==> config.mk <==
export PLATFORM = sky130hd
export DESIGN_NAME = lru_key_value_cache_top
export DESIGN_NICKNAME = d
export VERILOG_FILES = /design/src/hw/rtl/lkv_pkg.sv /design/src/hw/rtl/lru_key_value_cache_top.sv
export VERILOG_INCLUDE_DIRS = /design/src /design/src/hw/rtl
export SDC_FILE = /design/constraint.sdc
export NUM_CORES = 2
export LEC_CHECK = 0
export BUFFER_PORTS_ARGS = -buffer_cell sky130_fd_sc_hd__buf_2
export CAP_MARGIN = 30
export CORE_ASPECT_RATIO = 1.25
export CORE_MARGIN = 2
export CORE_UTILIZATION = 50
export CTS_CLUSTER_DIAMETER = 80
export CTS_CLUSTER_SIZE = 28
export DETAILED_ROUTE_END_ITERATION = 6
export GPL_TIMING_DRIVEN = 1
export PLACE_DENSITY = 0.62
export SETUP_SLACK_MARGIN = 0.05
export SLEW_MARGIN = 20
export SYNTH_ARGS = -nofsm -noshare
export SYNTH_HDL_FRONTEND = slang
export SYNTH_SLANG_ARGS = --single-unit
==> constraint.sdc <==
create_clock -name clk -period 16.4 [get_ports clk]
set_input_delay 4.1 -clock clk [delete_from_list [all_inputs] [get_ports clk]]
set_output_delay 4.1 -clock clk [all_outputs]
set_load 0.1 [all_outputs]
==> src/hw/rtl/lru_key_value_cache_top_assert.svh <==
// Assertion macros for the LRU key-value cache RTL.
`ifndef LRU_KEY_VALUE_CACHE_TOP_ASSERT_SVH
`define LRU_KEY_VALUE_CACHE_TOP_ASSERT_SVH

// Same-cycle implication, disabled while in reset.
`define LKV_ASSERT_NOW(lbl, ante, cons, msg) \
	lbl: assert property (@(posedge clk) disable iff (!arst_n) (ante) |-> (cons)) \
		else $error(msg);

// Next-cycle implication, disabled while in reset.
`define LKV_ASSERT_NEXT(lbl, ante, cons, msg) \
	lbl: assert property (@(posedge clk) disable iff (!arst_n) (ante) |=> (cons)) \
		else $error(msg);

`endif

==> src/hw/rtl/lkv_pkg.sv <==
// Types and constants for the LRU key-value cache.
`default_nettype none
package lkv_pkg;
	localparam int DATA_W          = 32;
	localparam int LIMIT_W         = 5;
	localparam int ENTRIES_DEFAULT = 16;
	localparam int ADDR_W          = 3;
	localparam logic [LIMIT_W-1:0] LIMIT_RESET = 5'd16;

	localparam logic CMD_GET = 1'b0;
	localparam logic CMD_SET = 1'b1;

	// Register index, taken from paddr above the byte offset.
	localparam logic REG_ENTRY_LIMIT = 1'b0;

	typedef struct packed {
		logic                     cmd;
		logic signed [DATA_W-1:0] lookup_key;
		logic signed [DATA_W-1:0] store_value;
	} req_t;

	typedef struct packed {
		logic                     hit;
		logic signed [DATA_W-1:0] read_value;
	} rsp_t;
endpackage
`default_nettype wire

==> src/hw/rtl/lru_key_value_cache_top.sv <==
// Top level of the fully associative LRU key-value cache.
//
//  channel   beat                         handshake
//  request   req (cmd, lookup_key, value) start high while busy low
//  response  rsp (hit, read_value)        done high for one cycle
//  config    entry_limit at byte addr 0   APB write, pready tied high
//
// One request per cycle; busy never rises. A request is registered in req_s1,
// then compared combinationally against all slots; a get's response is
// registered into done and rsp from that comparison. Rank and slot state
// update on the same edge that registers the response, so back-to-back
// requests see each other's effects. Reset empties the store at once.
// The receiver cannot stall; done is a one-cycle strobe.
`default_nettype none
module lru_key_value_cache_top #(
	parameter int ENTRIES = lkv_pkg::ENTRIES_DEFAULT
) (
	input  wire logic                       clk,
	input  wire logic                       arst_n,
	input  wire logic                       start,
	output      logic                       busy,
	input  wire lkv_pkg::req_t              req,
	output      logic                       done,
	output      lkv_pkg::rsp_t              rsp,
	input  wire logic                       psel,
	input  wire logic                       penable,
	input  wire logic                       pwrite,
	input  wire logic [lkv_pkg::ADDR_W-1:0] paddr,
	input  wire logic [31:0]                pwdata,
	output      logic [31:0]                prdata,
	output      logic                       pready
);
	import lkv_pkg::*;

`include "lru_key_value_cache_top_assert.svh"

	localparam int IDX_W = (ENTRIES > 1) ? $clog2(ENTRIES) : 1;
	localparam int CNT_W = $clog2(ENTRIES + 1);
	localparam int CMP_W = (CNT_W > LIMIT_W) ? CNT_W : LIMIT_W;

	// config
	logic [LIMIT_W-1:0] limit_q;
	logic               cfg_wr;

	assign pready = 1'b1;
	assign cfg_wr = psel && penable && pwrite && (paddr[2] == REG_ENTRY_LIMIT);
	assign prdata = (paddr[2] == REG_ENTRY_LIMIT) ? {{(32-LIMIT_W){1'b0}}, limit_q} : '0;

	always_ff @(posedge clk or negedge arst_n) begin
		if (!arst_n) begin
			limit_q <= LIMIT_RESET;
		end else if (cfg_wr) begin
			limit_q <= pwdata[LIMIT_W-1:0];
		end
	end

	// input register
	logic valid_s1;
	req_t req_s1;

	assign busy = 1'b0;

	always_ff @(posedge clk or negedge arst_n) begin
		if (!arst_n) begin
			valid_s1 <= 1'b0;
		end else begin
			valid_s1 <= start && !busy;
		end
	end

	always_ff @(posedge clk) begin
		if (start && !busy) begin
			req_s1 <= req;
		end
	end

	// slot state
	logic [ENTRIES-1:0]             valid_q;
	logic [IDX_W-1:0]               rank_q [ENTRIES];
	logic signed [DATA_W-1:0]       key_q  [ENTRIES];
	logic signed [DATA_W-1:0]       val_q  [ENTRIES];
	logic [CNT_W-1:0]               occ_q;

	logic [ENTRIES-1:0]             match;
	logic                           hit_any;
	logic [IDX_W-1:0]               hit_rank;
	logic signed [DATA_W-1:0]       hit_val;
	logic [CMP_W-1:0]               eff_limit;
	logic                           full;
	logic [IDX_W-1:0]               last_rank;
	logic [IDX_W-1:0]               free_idx;
	logic [IDX_W-1:0]               victim_idx;
	logic [IDX_W-1:0]               ins_idx;
	logic                           do_insert;
	logic [ENTRIES-1:0]             valid_d;
	logic [IDX_W-1:0]               rank_d [ENTRIES];
	logic [CNT_W-1:0]               occ_d;
	logic [ENTRIES-1:0]             key_we;
	logic [ENTRIES-1:0]             val_we;

	always_comb begin
		hit_rank = '0;
		hit_val  = '0;
		for (int i = 0; i < ENTRIES; i++) begin
			match[i] = valid_q[i] && (key_q[i] == req_s1.lookup_key);
			hit_rank = hit_rank | (match[i] ? rank_q[i] : '0);
			hit_val  = hit_val | (match[i] ? val_q[i] : '0);
		end
		hit_any = |match;
	end

	always_comb begin
		if (limit_q == '0) begin
			eff_limit = CMP_W'(1);
		end else if (CMP_W'(limit_q) > CMP_W'(ENTRIES)) begin
			eff_limit = CMP_W'(ENTRIES);
		end else begin
			eff_limit = CMP_W'(limit_q);
		end
		full      = CMP_W'(occ_q) >= eff_limit;
		last_rank = IDX_W'(occ_q - CNT_W'(1));
		free_idx   = '0;
		victim_idx = '0;
		for (int i = ENTRIES - 1; i >= 0; i--) begin
			if (!valid_q[i]) begin
				free_idx = IDX_W'(i);
			end
			if (valid_q[i] && (rank_q[i] == last_rank)) begin
				victim_idx = IDX_W'(i);
			end
		end
		ins_idx = full ? victim_idx : free_idx;
	end

	always_comb begin
		do_insert = valid_s1 && (req_s1.cmd == CMD_SET) && !hit_any;
		valid_d   = valid_q;
		occ_d     = occ_q;
		key_we    = '0;
		val_we    = '0;
		for (int i = 0; i < ENTRIES; i++) begin
			rank_d[i] = rank_q[i];
		end
		if (valid_s1 && hit_any) begin
			for (int i = 0; i < ENTRIES; i++) begin
				if (match[i]) begin
					rank_d[i] = '0;
					val_we[i] = (req_s1.cmd == CMD_SET);
				end else if (valid_q[i] && (rank_q[i] < hit_rank)) begin
					rank_d[i] = rank_q[i] + IDX_W'(1);
				end
			end
		end else if (do_insert) begin
			for (int i = 0; i < ENTRIES; i++) begin
				if (IDX_W'(i) == ins_idx) begin
					rank_d[i]  = '0;
					valid_d[i] = 1'b1;
					key_we[i]  = 1'b1;
					val_we[i]  = 1'b1;
				end else if (valid_q[i]) begin
					rank_d[i] = rank_q[i] + IDX_W'(1);
				end
			end
			if (!full) begin
				occ_d = occ_q + CNT_W'(1);
			end
		end
	end

	always_ff @(posedge clk or negedge arst_n) begin
		if (!arst_n) begin
			valid_q <= '0;
			occ_q   <= '0;
			for (int i = 0; i < ENTRIES; i++) begin
				rank_q[i] <= '0;
			end
		end else begin
			valid_q <= valid_d;
			occ_q   <= occ_d;
			for (int i = 0; i < ENTRIES; i++) begin
				rank_q[i] <= rank_d[i];
			end
		end
	end

	always_ff @(posedge clk) begin
		for (int i = 0; i < ENTRIES; i++) begin
			if (key_we[i]) begin
				key_q[i] <= req_s1.lookup_key;
			end
			if (val_we[i]) begin
				val_q[i] <= req_s1.store_value;
			end
		end
	end

	// result register
	logic done_s2;
	rsp_t rsp_s2;

	always_ff @(posedge clk or negedge arst_n) begin
		if (!arst_n) begin
			done_s2 <= 1'b0;
		end else begin
			done_s2 <= valid_s1 && (req_s1.cmd == CMD_GET);
		end
	end

	always_ff @(posedge clk) begin
		rsp_s2.hit        <= hit_any;
		rsp_s2.read_value <= hit_any ? hit_val : '0;
	end

	assign done = done_s2;
	assign rsp  = rsp_s2;

	`LKV_ASSERT_NEXT(a_get_answers, valid_s1 && (req_s1.cmd == CMD_GET), done, "get lost its beat")
	`LKV_ASSERT_NEXT(a_set_silent, valid_s1 && (req_s1.cmd == CMD_SET), !done, "set produced a beat")
	`LKV_ASSERT_NOW(a_occ_matches, 1'b1, $countones(valid_q) == int'(occ_q), "count out of sync")
	`LKV_ASSERT_NOW(a_miss_zero, done && !rsp.hit, rsp.read_value == '0, "miss with nonzero value")
	`LKV_ASSERT_NEXT(a_fill_grows, do_insert && !full, occ_q == $past(occ_q) + CNT_W'(1), "fill did not count")

endmodule
`default_nettype wire

==> metrics.md <==
| Metric | Value |
|---|---|
| Routability cong. | `about 1.0` |
| #FFs+latches synth | `about 1,200` |
| PortBufs | `115` |
| CTS tree | `built` |
| Top cell type's share of synthesized area | `0.616` |
| Post-synthesis sequential area ratio | `0.672` |
| Layout cells sized above 1 | `0.107` |
| Vias in the first global route | `approximately 32,000` |
| # resized after CTS | `0` |
| Fin cells | `approximately 5,200` |
| Crit path capture type | `primary output` |
| Combinational share of power | `0.217` |
| Core box area | `105,000 µm²` |
| RSZ-0062 raised after global routing | `false` |
| Sw Pwr | `2.25 mW` |
| Setup-failing EPs final | `0` |
| Largest net degree at the start of global routing | `52` |
| Vias | `33,046` |
| Setup CP Type | `in2out` |
| # fillers | `slightly below 9,000` |
| DIE AREA | `109,000 µm²` |
| WL met3 | `10,400 µm` |
| CTS Sinks | `1,214` |
| Syn Area/Cell | `14.4 µm²` |
| Ys async rst share | `0.0758` |
| Die Span Y | `368 µm` |
| Slew Limit Fails | `0` |
| DRT Pass-1 Iters | `6` |
| Worst Setup Start Kind | `input pin` |
| Number of synthesized flops with an enable pin | `1,089` |
| Worst EP required | `12.30 ns` |
| Most frequent cells in the layout | `edfxtp_1 (1,089), xnor2_1 (453), nand4_1 (263)` |
| VDD IR-drop max | `between 0.0001 and 0.00015 V` |
| Type of the tightest min-delay check | `reg2reg` |
| Total GRT Usage | `0.291` |
| Count of cell types in the netlist | `roughly 110` |
| Post-CTS Setup Inserts | `0` |
| Initial Util | `0.504` |
| CTS Buffer Depth | `3` |
| Clk network pwr share | `0.230` |
| Post-CTS Hold Buffers | `0` |
| Grt ovf | `0` |
| Total CTS buffers | `54` |
| Headroom to the max-slew limit | `0.277` |
| Initial DRC Count | `between 3,000 and 4,000` |
| Reg power frac | `0.553` |
| Rows | `between 100 and 150` |
| Area contributors post-synth | `edfxtp_1 (62%), xnor2_1 (7.5%), dfrtp_1 (4.3%)` |
| Sw Ratio | `0.311` |
| Placed cell count | `5,138` |
| Root Driver | `clkbuf_16` |
| Layout Skew | `0.0459 ns` |
| WL per Instance | `30.1 µm` |
| Initial antenna violation count | `4` |
| Fmax | `0.113 GHz` |
| Most common cell after layout, fill and taps aside | `edfxtp_1` |
| Crit-path max FO | `6` |
| Final Hold Vio Count | `0` |
| WP data arrival | `4.77 ns` |
| Reg clk slew, reported paths | `0.10 ns` |
| Synth Instances | `3,674` |
| Nets@finish | `3,926` |
| Total Wirelength | `158,000 µm` |
| Cell Int Power | `4.98 mW` |
| Met2 Wirelength | `77,900 µm` |
| Post-DP HPWL | `~98,000 µm` |
| Global-route wire length before repair | `226,000 µm` |
| DR DRC count | `0` |
| Vias per inst | `6.30` |
| Storage element area | `35,700 µm²` |
| Area of the multi-input gates | `roughly 16,000 µm²` |
| Final worst-path cycle share | `0.541` |
| Yosys top cell by area | `edfxtp_1` |
| M1 WL | `61,400 µm` |
| Most frequently used flop master after synthesis | `edfxtp_1` |
| Worst-margin pin slew | `around 1.1 ns` |
| P&R area growth vs syn | `8.03%` |
| Clk_lat worst skew | `between 0.6 and 0.7 ns` |
| Highest routed layer | `met5` |
| Cell leakage power | `18.4 nW` |
| Die width | `295 µm` |
| Final TNS setup | `0 ns` |
| Remaining antenna violation count | `0` |
| Minimum clock period | `8.87 ns` |
| Status | `completed` |
| Io pins | `174` |
| Htree depth | `2` |
| Worst hold margin | `0.489 ns` |
| MaxCap Viol Count | `0` |
| Synth Cell Area | `53,100 µm²` |
| Synthesis Warnings | `0` |
| Pwr dens | `roughly 130 nW/µm²` |
[sequential cells by signal, indices dropped and copies added, names as in the netlist, 5 cells and up]
| signal | count |
|---|---|
| req_s1 | 65 |
| rsp | 33 |
| key_q | 512 |
| occ_q | 5 |
| val_q | 512 |
| valid_q | 16 |
| rank_q | 64 |
| limit_q | 5 |
[cell families after synthesis]
kind of cell,share of synthesized area
AO/OA/AOI/OAI,0.0823
XOR/XNOR,0.0983
adder cells (fa/ha/maj),0.0101
buffers and inverters,0.0265
flip-flops,0.672
multiplexers,0.00406
other,0.000142
AND/OR/NAND/NOR,0.106
[path summary, 6_finish.rpt]
path                                          from                      end  slack [ns]  cells past startpoint
min in group asynchronous                   arst_n           done$_DFF_PN0_        3.47                      1
min                        val_q[1][179]$_DFFE_PP_       rsp[19]$_SDFF_PP0_        0.49                      2
max in group asynchronous                   arst_n   rank_q[45]$_DFFE_PN0P_       11.79                      2
max                                       paddr[2]                prdata[3]        7.53                      3
max reg2reg                   req_s1[56]$_DFFE_PP_  val_q[0][243]$_DFFE_PP_       10.13                     15
min reg2reg                val_q[1][179]$_DFFE_PP_       rsp[19]$_SDFF_PP0_        0.49                      2
[layer usage]
layer | vias to the layer above | GRT usage
li1 | 14416 | -
met1 | 16835 | 0.370
met2 | 1442 | 0.496
met3 | 351 | 0.0357
met4 | 2 | 0.133
met5 | - | 0
[cells in the mapped netlist (9+ instances only)]
master        n
xor2_1       79
nand2_1     169
buf_2        42
o2111ai_1    34
dfxtp_1      33
mux2_2        9
and4_1       14
nand3_1     106
o31ai_1      14
a21oi_1      24
buf_1         9
and3_1       24
buf_4        65
a22oi_1      30
a21o_1       18
or4_1        20
inv_1        78
nor4_1       63
o21ai_0      56
dfrtp_1      91
o22ai_1      21
o211ai_1     15
or2_2        12
xnor3_1      24
and2_1       10
nor3_1       58
o21ai_1      10
edfxtp_1   1089
nand4_1     263
a31oi_1       9
ha_1         39
nand2b_1     78
nor2_1       96
clkbuf_1     86
nor2b_1      16
a22o_1      122
a221oi_1    120
xnor2_1     453
[stage by stage]
stage,power (mW),utilization,cell area [µm²],setup slack [ns]
floorplan,5.07,-,53200,6.86
global placement,5.56,0.526,55400,7.53
detailed placement,5.61,0.528,55500,7.53
CTS,7.23,0.544,57300,7.53
global route,7.49,0.545,57300,7.50
finish,7.22,0.545,57300,7.53
[power by group through the flow]
| stage | Clock, mW | Sequential [mW] | Combinational (mW) |
|---|---|---|---|
| after floorplan | 0 | 3.96 | 1.11 |
| after global placement | 0 | 4.05 | 1.51 |
| after detailed placement | 0 | 4.06 | 1.55 |
| after CTS | 1.69 | 3.99 | 1.55 |
| after global routing | 1.79 | 4.02 | 1.68 |
| final | 1.66 | 4.00 | 1.57 |
[worst max-delay path, stage by stage]
cell	delay, ns
buf_2	0.13
nor2b_1	0.10
buf_2	0.43
[area by class of cell]
cell class	instances	share of cell area
inverter	83	0.00544
antenna	1	0.0000437
sequential	1214	0.622
timing repair buffer	230	0.0268
clock inverter	13	0.00430
multi-input combinational	2198	0.284
clock buffer	87	0.0261
tap	1417	0.0309
Note: power is estimated with default switching activity, not from simulation.
